`config.mk`:
```
export PLATFORM = sky130hd
export DESIGN_NAME = argb_alpha_blend_compositor_unit
export DESIGN_NICKNAME = d
export VERILOG_FILES = /design/src/hw/rtl/aabc_pkg.sv /design/src/hw/rtl/argb_alpha_blend_compositor_unit.sv /design/src/hw/rtl/aabc_cfg_regs.sv /design/src/hw/rtl/aabc_blend.sv
export SDC_FILE = /design/constraint.sdc
export NUM_CORES = 1
export LEC_CHECK = 0
export ABC_CLOCK_PERIOD_IN_PS = 8000
export BUFFER_PORTS_ARGS = -buffer_cell sky130_fd_sc_hd__buf_2
export CORE_UTILIZATION = 45
export CTS_CLUSTER_DIAMETER = 60
export DETAILED_ROUTE_END_ITERATION = 8
export PLACE_DENSITY_LB_ADDON = 0.15
export SETUP_SLACK_MARGIN = 0.2
export SYNTH_ARGS = -nofsm -noshare
export SYNTH_HDL_FRONTEND = slang
export SYNTH_SLANG_ARGS = --single-unit
export TNS_END_PERCENT = 30
```
`constraint.sdc`:
```
create_clock -name clk_i -period 8 [get_ports clk_i]
set_input_delay 1.2 -clock clk_i [delete_from_list [all_inputs] [get_ports clk_i]]
set_output_delay 1.2 -clock clk_i [all_outputs]
set_load 0.005 [all_outputs]
```
`src/hw/rtl/aabc_pkg.sv`:
```
package aabc_pkg;

  // Register map: index of each configuration register (byte address 4*index)
  localparam int unsigned RegCount  = 2;
  localparam int unsigned AddrWidth = 3;
  localparam logic REG_SURFACE_WIDTH  = 1'b0;
  localparam logic REG_SURFACE_HEIGHT = 1'b1;

  localparam int unsigned DimWidth = 13;
  localparam logic [DimWidth-1:0] SurfaceWidthReset  = 13'd1600;
  localparam logic [DimWidth-1:0] SurfaceHeightReset = 13'd900;

  localparam logic [7:0] ChMax = 8'hFF;

  localparam int unsigned InDataWidth  = 88;
  localparam int unsigned OutDataWidth = 32;

  // Clipping window
  typedef struct packed {
    logic [DimWidth-1:0] surface_height;
    logic [DimWidth-1:0] surface_width;
  } aabc_cfg_t;

  // One input beat, unpacked
  typedef struct packed {
    logic        blend_mode;
    logic [11:0] pos_y;
    logic [11:0] pos_x;
    logic [31:0] bg_pixel;
    logic [31:0] fg_pixel;
  } aabc_item_t;

  // One result beat
  typedef struct packed {
    logic        write_enable;
    logic [31:0] out_pixel;
  } aabc_result_t;

  // Exact floor(x / 255) for x <= 255*255
  function automatic logic [7:0] div255(input logic [15:0] x);
    logic [16:0] t;
    t = {1'b0, x} + {9'd0, x[15:8]} + 17'd1;
    return t[15:8];
  endfunction

endpackage

```
`src/hw/rtl/argb_alpha_blend_compositor_unit.sv`:
```
// ARGB8888 source-over compositing unit.
// Input stream (s_axis_*): one beat per pixel carrying the layer pixel, the
// back-buffer pixel at the same place, its column and row, and the layer's
// blend mode in tuser. Output stream (m_axis_*): one beat per input beat with
// the pixel to store in tdata and its write enable in tuser.
// The clipping window is set over the APB port: surface width at 0x0,
// surface height at 0x4, 13 bits each; write them only while no beat is in
// flight.
// An input register feeds the blend datapath (three 8x8 multiplier pairs and a
// divide-by-255 adder per channel), whose result lands in the output register.
// Throughput is one pixel per clock while m_axis_tready stays high; the two
// registers form a pipeline whose ready is passed back a stage at a time, so a
// new beat is taken while a finished result still waits for the receiver.
// When the receiver holds m_axis_tready low, the output register holds its
// beat, the input register fills, and s_axis_tready drops until space frees.
// Reset empties both registers and loads width 1600 and height 900.
module argb_alpha_blend_compositor_unit
  import aabc_pkg::*;
(
  input  logic                    clk_i,
  input  logic                    rst_ni,
  // APB configuration
  input  logic                    psel,
  input  logic                    penable,
  input  logic                    pwrite,
  input  logic [AddrWidth-1:0]    paddr,
  input  logic [31:0]             pwdata,
  output logic [31:0]             prdata,
  output logic                    pready,
  // Pixel input
  input  logic                    s_axis_tvalid,
  output logic                    s_axis_tready,
  input  logic [InDataWidth-1:0]  s_axis_tdata,  // fg_pixel, bg_pixel, pos_x, pos_y
  input  logic                    s_axis_tuser,  // blend_mode
  // Pixel output
  output logic                    m_axis_tvalid,
  input  logic                    m_axis_tready,
  output logic [OutDataWidth-1:0] m_axis_tdata,  // out_pixel
  output logic                    m_axis_tuser   // write_enable
);

  aabc_cfg_t    cfg;
  aabc_item_t   s1_item_q;
  logic         s1_valid_q;
  aabc_result_t s2_res_q;
  aabc_result_t blend_res;
  logic         s2_valid_q;
  logic         s1_ready;
  logic         s2_ready;
  logic         in_beat;

  aabc_cfg_regs u_cfg_regs (
    .clk_i   (clk_i),
    .rst_ni  (rst_ni),
    .psel    (psel),
    .penable (penable),
    .pwrite  (pwrite),
    .paddr   (paddr),
    .pwdata  (pwdata),
    .prdata  (prdata),
    .pready  (pready),
    .cfg_o   (cfg)
  );

  assign s2_ready      = !s2_valid_q || m_axis_tready;
  assign s1_ready      = !s1_valid_q || s2_ready;
  assign s_axis_tready = s1_ready;
  assign in_beat       = s_axis_tvalid && s1_ready;

  // Input register: capture a beat when the stage frees
  always_ff @(posedge clk_i or negedge rst_ni) begin
    if (!rst_ni) begin
      s1_valid_q <= 1'b0;
    end else if (s1_ready) begin
      s1_valid_q <= s_axis_tvalid;
    end
  end

  always_ff @(posedge clk_i) begin
    if (in_beat) begin
      s1_item_q <= {s_axis_tuser, s_axis_tdata};
    end
  end

  aabc_blend u_blend (
    .item_i   (s1_item_q),
    .cfg_i    (cfg),
    .result_o (blend_res)
  );

  // Output register: advance when the receiver takes the beat or it is empty
  always_ff @(posedge clk_i or negedge rst_ni) begin
    if (!rst_ni) begin
      s2_valid_q <= 1'b0;
    end else if (s2_ready) begin
      s2_valid_q <= s1_valid_q;
    end
  end

  always_ff @(posedge clk_i) begin
    if (s2_ready && s1_valid_q) begin
      s2_res_q <= blend_res;
    end
  end

  assign m_axis_tvalid = s2_valid_q;
  assign m_axis_tdata  = s2_res_q.out_pixel;
  assign m_axis_tuser  = s2_res_q.write_enable;

  // An accepted beat occupies the input register next cycle
  a_in_fill: assert property (@(posedge clk_i) disable iff (!rst_ni)
    in_beat |=> s1_valid_q)
    else $error("accepted beat lost before input register");

  // A blocked input register keeps its item
  a_s1_hold: assert property (@(posedge clk_i) disable iff (!rst_ni)
    s1_valid_q && !s2_ready |=> s1_valid_q && $stable(s1_item_q))
    else $error("input register changed while blocked");

  // An item that moves on reaches the output register
  a_s2_fill: assert property (@(posedge clk_i) disable iff (!rst_ni)
    s1_valid_q && s2_ready |=> s2_valid_q)
    else $error("item lost between stages");

endmodule

```
`src/hw/rtl/aabc_cfg_regs.sv`:
```
module aabc_cfg_regs
  import aabc_pkg::*;
(
  input  logic                 clk_i,
  input  logic                 rst_ni,
  input  logic                 psel,
  input  logic                 penable,
  input  logic                 pwrite,
  input  logic [AddrWidth-1:0] paddr,
  input  logic [31:0]          pwdata,
  output logic [31:0]          prdata,
  output logic                 pready,
  output aabc_cfg_t            cfg_o
);

  logic [DimWidth-1:0] width_q, width_d;
  logic [DimWidth-1:0] height_q, height_d;
  logic                wr_en;
  logic                reg_idx;

  assign pready  = 1'b1;
  assign wr_en   = psel & penable & pwrite;
  assign reg_idx = paddr[2];

  // Decode the write beat
  always_comb begin
    width_d  = width_q;
    height_d = height_q;
    if (wr_en) begin
      case (reg_idx)
        REG_SURFACE_WIDTH:  width_d  = pwdata[DimWidth-1:0];
        REG_SURFACE_HEIGHT: height_d = pwdata[DimWidth-1:0];
        default: ;
      endcase
    end
  end

  always_ff @(posedge clk_i or negedge rst_ni) begin
    if (!rst_ni) begin
      width_q  <= SurfaceWidthReset;
      height_q <= SurfaceHeightReset;
    end else begin
      width_q  <= width_d;
      height_q <= height_d;
    end
  end

  // Read back
  always_comb begin
    case (reg_idx)
      REG_SURFACE_WIDTH:  prdata = {{(32-DimWidth){1'b0}}, width_q};
      REG_SURFACE_HEIGHT: prdata = {{(32-DimWidth){1'b0}}, height_q};
      default:            prdata = '0;
    endcase
  end

  assign cfg_o.surface_width  = width_q;
  assign cfg_o.surface_height = height_q;

endmodule

```
`src/hw/rtl/aabc_blend.sv`:
```
module aabc_blend
  import aabc_pkg::*;
(
  input  aabc_item_t   item_i,
  input  aabc_cfg_t    cfg_i,
  output aabc_result_t result_o
);

  logic [7:0]  alpha;
  logic [7:0]  inv_alpha;
  logic [7:0]  mix [3];
  logic [31:0] blended;
  logic        inside_surf;

  assign alpha     = item_i.fg_pixel[31:24];
  assign inv_alpha = ChMax - alpha;

  // Mix each color channel: (f*a + b*(255-a)) / 255
  for (genvar c = 0; c < 3; c++) begin : g_chan
    logic [15:0] prod_f;
    logic [15:0] prod_b;
    logic [15:0] sum;
    assign prod_f = item_i.fg_pixel[8*c +: 8] * alpha;
    assign prod_b = item_i.bg_pixel[8*c +: 8] * inv_alpha;
    assign sum    = prod_f + prod_b;
    assign mix[c] = div255(sum);
  end

  // Pick pass-through on the alpha extremes
  always_comb begin
    if (alpha == ChMax) begin
      blended = item_i.fg_pixel;
    end else if (alpha == 8'd0) begin
      blended = item_i.bg_pixel;
    end else begin
      blended = {ChMax, mix[2], mix[1], mix[0]};
    end
  end

  // Clip against the surface
  assign inside_surf = ({1'b0, item_i.pos_x} < cfg_i.surface_width) &&
                       ({1'b0, item_i.pos_y} < cfg_i.surface_height);

  always_comb begin
    result_o.out_pixel    = item_i.bg_pixel;
    result_o.write_enable = 1'b0;
    if (inside_surf) begin
      if (item_i.blend_mode) begin
        result_o.out_pixel    = blended;
        result_o.write_enable = 1'b1;
      end else if (alpha != 8'd0) begin
        result_o.out_pixel    = item_i.fg_pixel;
        result_o.write_enable = 1'b1;
      end
    end
  end

endmodule
```
==> results.yml <==
floorplan:
  die_area_mm2: 0.04775
  start_util_pct: 46.09
  ios: 199
  die_y_um: 218.5
  rows: 78
  die_w_um: 218.5
  core_mm2: 0.04577
worst_setup_path:
  max_stage_delay_ps: 590
  cp.arrival_ps: 7990
  required_ps: 8320
  startpoint: "s1_item_q[12]$_DFFE_PP_"
  crit_path_max_fanout: 10
  worst-setup-path-type: "reg2reg"
  cp_slowest_cell: "edfxtp_1"
  r2r_slack_ps: 330
  crit_top_cell: "fa_1"
  start_kind: "flop"
  worst-r2r-cell-count: 25
  end_kind: "flop"
  worstReg2RegStart: "s1_item_q[12]$_DFFE_PP_"
  r2r_end: "m_axis_tdata[14]$_DFFE_PP_"
global_routing:
  grt_max_degree: 60
  grt_usage_pct: 24.26
  first_global_vias: 16540
  grt_pass1_wl_mm: 88.00
  antenna_found_initial: 7
  grt-ovfl-total: 0
cells_and_area:
  drive_above_1_share_pct: 15.21
  area_growth_pct: 13.43
  num-nets-final: 2992
  design_area_mm2: 0.02393
logic_synthesis:
  yosysWarnings: 0
  ys.flop_type: "edfxtp_1"
  yosysSeqAreaShare_pct: 20.73
  async_reset_ff_share_pct: 18.67
  synth_area_mm2: 0.02110
  netlist-cell-type-count: 73
  syn_avg_cell_area_um2: 9.705
  synth_edf_count: 122
  synth-seq-cells: 150
  synth_cells: 2174
place:
  dp_hpwl_mm: 41.73
  place_ws_ps: -11.76
  post_dp_cell_area_mm2: 0.02279
  gp_congestion: 0.8575
  portBuffers: 157
timing:
  fmax_mhz: 130.4
  rsz0062_at_grt: "yes"
  finalClockSkew_ps: 10.57
  relSlewSlack_pct: 21.39
  fin_crit_ps: 7668
  timing.hold.ws_ps: 493.3
  drv_slew: 0
  layout_setup_ws_ps: 331.8
  hold_viol: 0
  finalSetupViolations: 0
  worst_pin_slew_ps: 1174
  fin_crit_sh_pct: 95.85
routing:
  drc: 0
  avgViaCountPerCell: 5.233
  wirelength_mm: 55.47
  avgRoutedWirePerCell_um: 18.73
  drtAntennaViolNets: 0
  vias: 15500
  drt_pass1_iterations: 5
  drt_iter0_drc: 941
min_path:
  min_to: "m_axis_tvalid$_DFFE_PN0P_"
  hold_path.class: "reg2reg"
  hold_depth: 1
  min-delay-start: "s1_valid_q$_DFFE_PN0N_"
clock_tree:
  cts_tree: "yes"
  holdBufCountCts: 0
  worstSkewPairLatency_ps: 500
  htree_levels: 4
  cts_sinks: 150
  cts_root_buffer: "clkbuf_16"
  cts.reportedPaths.clkPinSlew_ps: 70
  cts_buffers: 17
  cts.path.max_buffers: 2
status:
  status: "finished clean"
run:
  drv_cap: 0
## Yosys cell counts, types with 14 or more instances
master	instances	share of area (%)
a21oi_1	64	1.5
and2_1	122	3.6
o22ai_1	19	0.56
nand2_1	129	2.3
a21o_1	19	0.68
nor2b_1	126	3.7
nand2b_1	85	2.5
a211oi_1	14	0.50
inv_1	456	8.1
xor2_1	17	0.71
nor3_1	15	0.36
buf_4	20	0.71
nand3_1	16	0.38
xnor2_1	44	1.8
clkbuf_1	74	1.3
dfrtp_1	21	2.5
nor2_1	38	0.68
edfxtp_1	122	17
fa_1	288	27
o21ai_0	51	1.2
ha_1	226	13
mux2_2	28	1.5
## worst max path at each step
stage | end
detailed placement | m_axis_tdata[4]$_DFFE_PP_
floorplan | m_axis_tdata[20]$_DFFE_PP_
global placement | m_axis_tdata[4]$_DFFE_PP_
CTS | m_axis_tdata[14]$_DFFE_PP_
global route | m_axis_tdata[12]$_DFFE_PP_
finish | m_axis_tdata[14]$_DFFE_PP_
## layout by cell type, fill, tap and decap left out, drive strengths merged, types with 8 or more instances in the layout
master,n
xor2,18
a21oi,66
and2,122
buf,237
nand3,16
fa,288
nand2,129
nor2b,126
inv,462
o21a,13
o22ai,19
conb,23
mux2,29
nor3,15
xnor2,44
clkinv,8
clkbuf,20
and3,13
nand2b,85
ha,226
a211oi,14
edfxtp,122
nor2,39
dfrtp,21
a21o,19
o21ai,57
a21boi,9
a31oi,9
## repair_timing
action | CTS | global route
cloned | 0 | 3
setup endpoints to repair | 9 | 21
pin swaps | 1 | 12
buffers inserted | 5 | 14
resized for setup | 5 | 45
## critical path, delay by kind of cell, from the launching register on
kind                     cells  cell delay [ps]
AO/OA/AOI/OAI                9             2080
multiplexers                 1              350
AND/OR/NAND/NOR              3              490
adder cells (fa/ha/maj)      8             3770
flip-flops                   1              590
buffers and inverters        4              210
## layer usage
layer  part of all wire, %  track usage [%]
met5                  0.12                0
met4                   2.6            8.159
met3                   5.8            5.205
met2                    48            40.34
met1                    43            31.20
## sequential cells by signal (all words and copies together), names as in the netlist
signal and count:
s1_item_q 89, u_cfg_regs.width_q 13, u_cfg_regs.height_q 13, m_axis_tuser 1, s1_valid_q 1, m_axis_tdata 32, m_axis_tvalid 1
## per-stage QoR
stage | TNS (ps) | utilization (%) | std cells
floorplan | 0 | - | 2195
global placement | 0 | 49.80 | 2906
detailed placement | -11.76 | 49.80 | 2906
CTS | 0 | 51.32 | 2943
global route | 0 | 52.28 | 2961
finish | 0 | 52.28 | 2962
## layout make-up
cell class                 instances  area [um2]
tap                              600       750.7
antenna                            2       5.005
timing repair buffer             240        1569
clock inverter                    15       209.0
inverter                         457        1715
sequential                       150        4373
clock buffer                      17       425.4
fill                            4153       21840
multi-input combinational       1481       14880
## kinds of logic after synthesis
logic type	share of synthesized area, %
buf+inv	10.39
flops	20.73
other cells	0.03560
compound gates	8.374
fa+ha+maj	40.73
xor+xnor	2.609
mux	1.880
simple gates	15.25
Power is left out: the tool's default activity adds up to more than one toggle a clock period on the data nets, which glitch-free logic cannot reach.
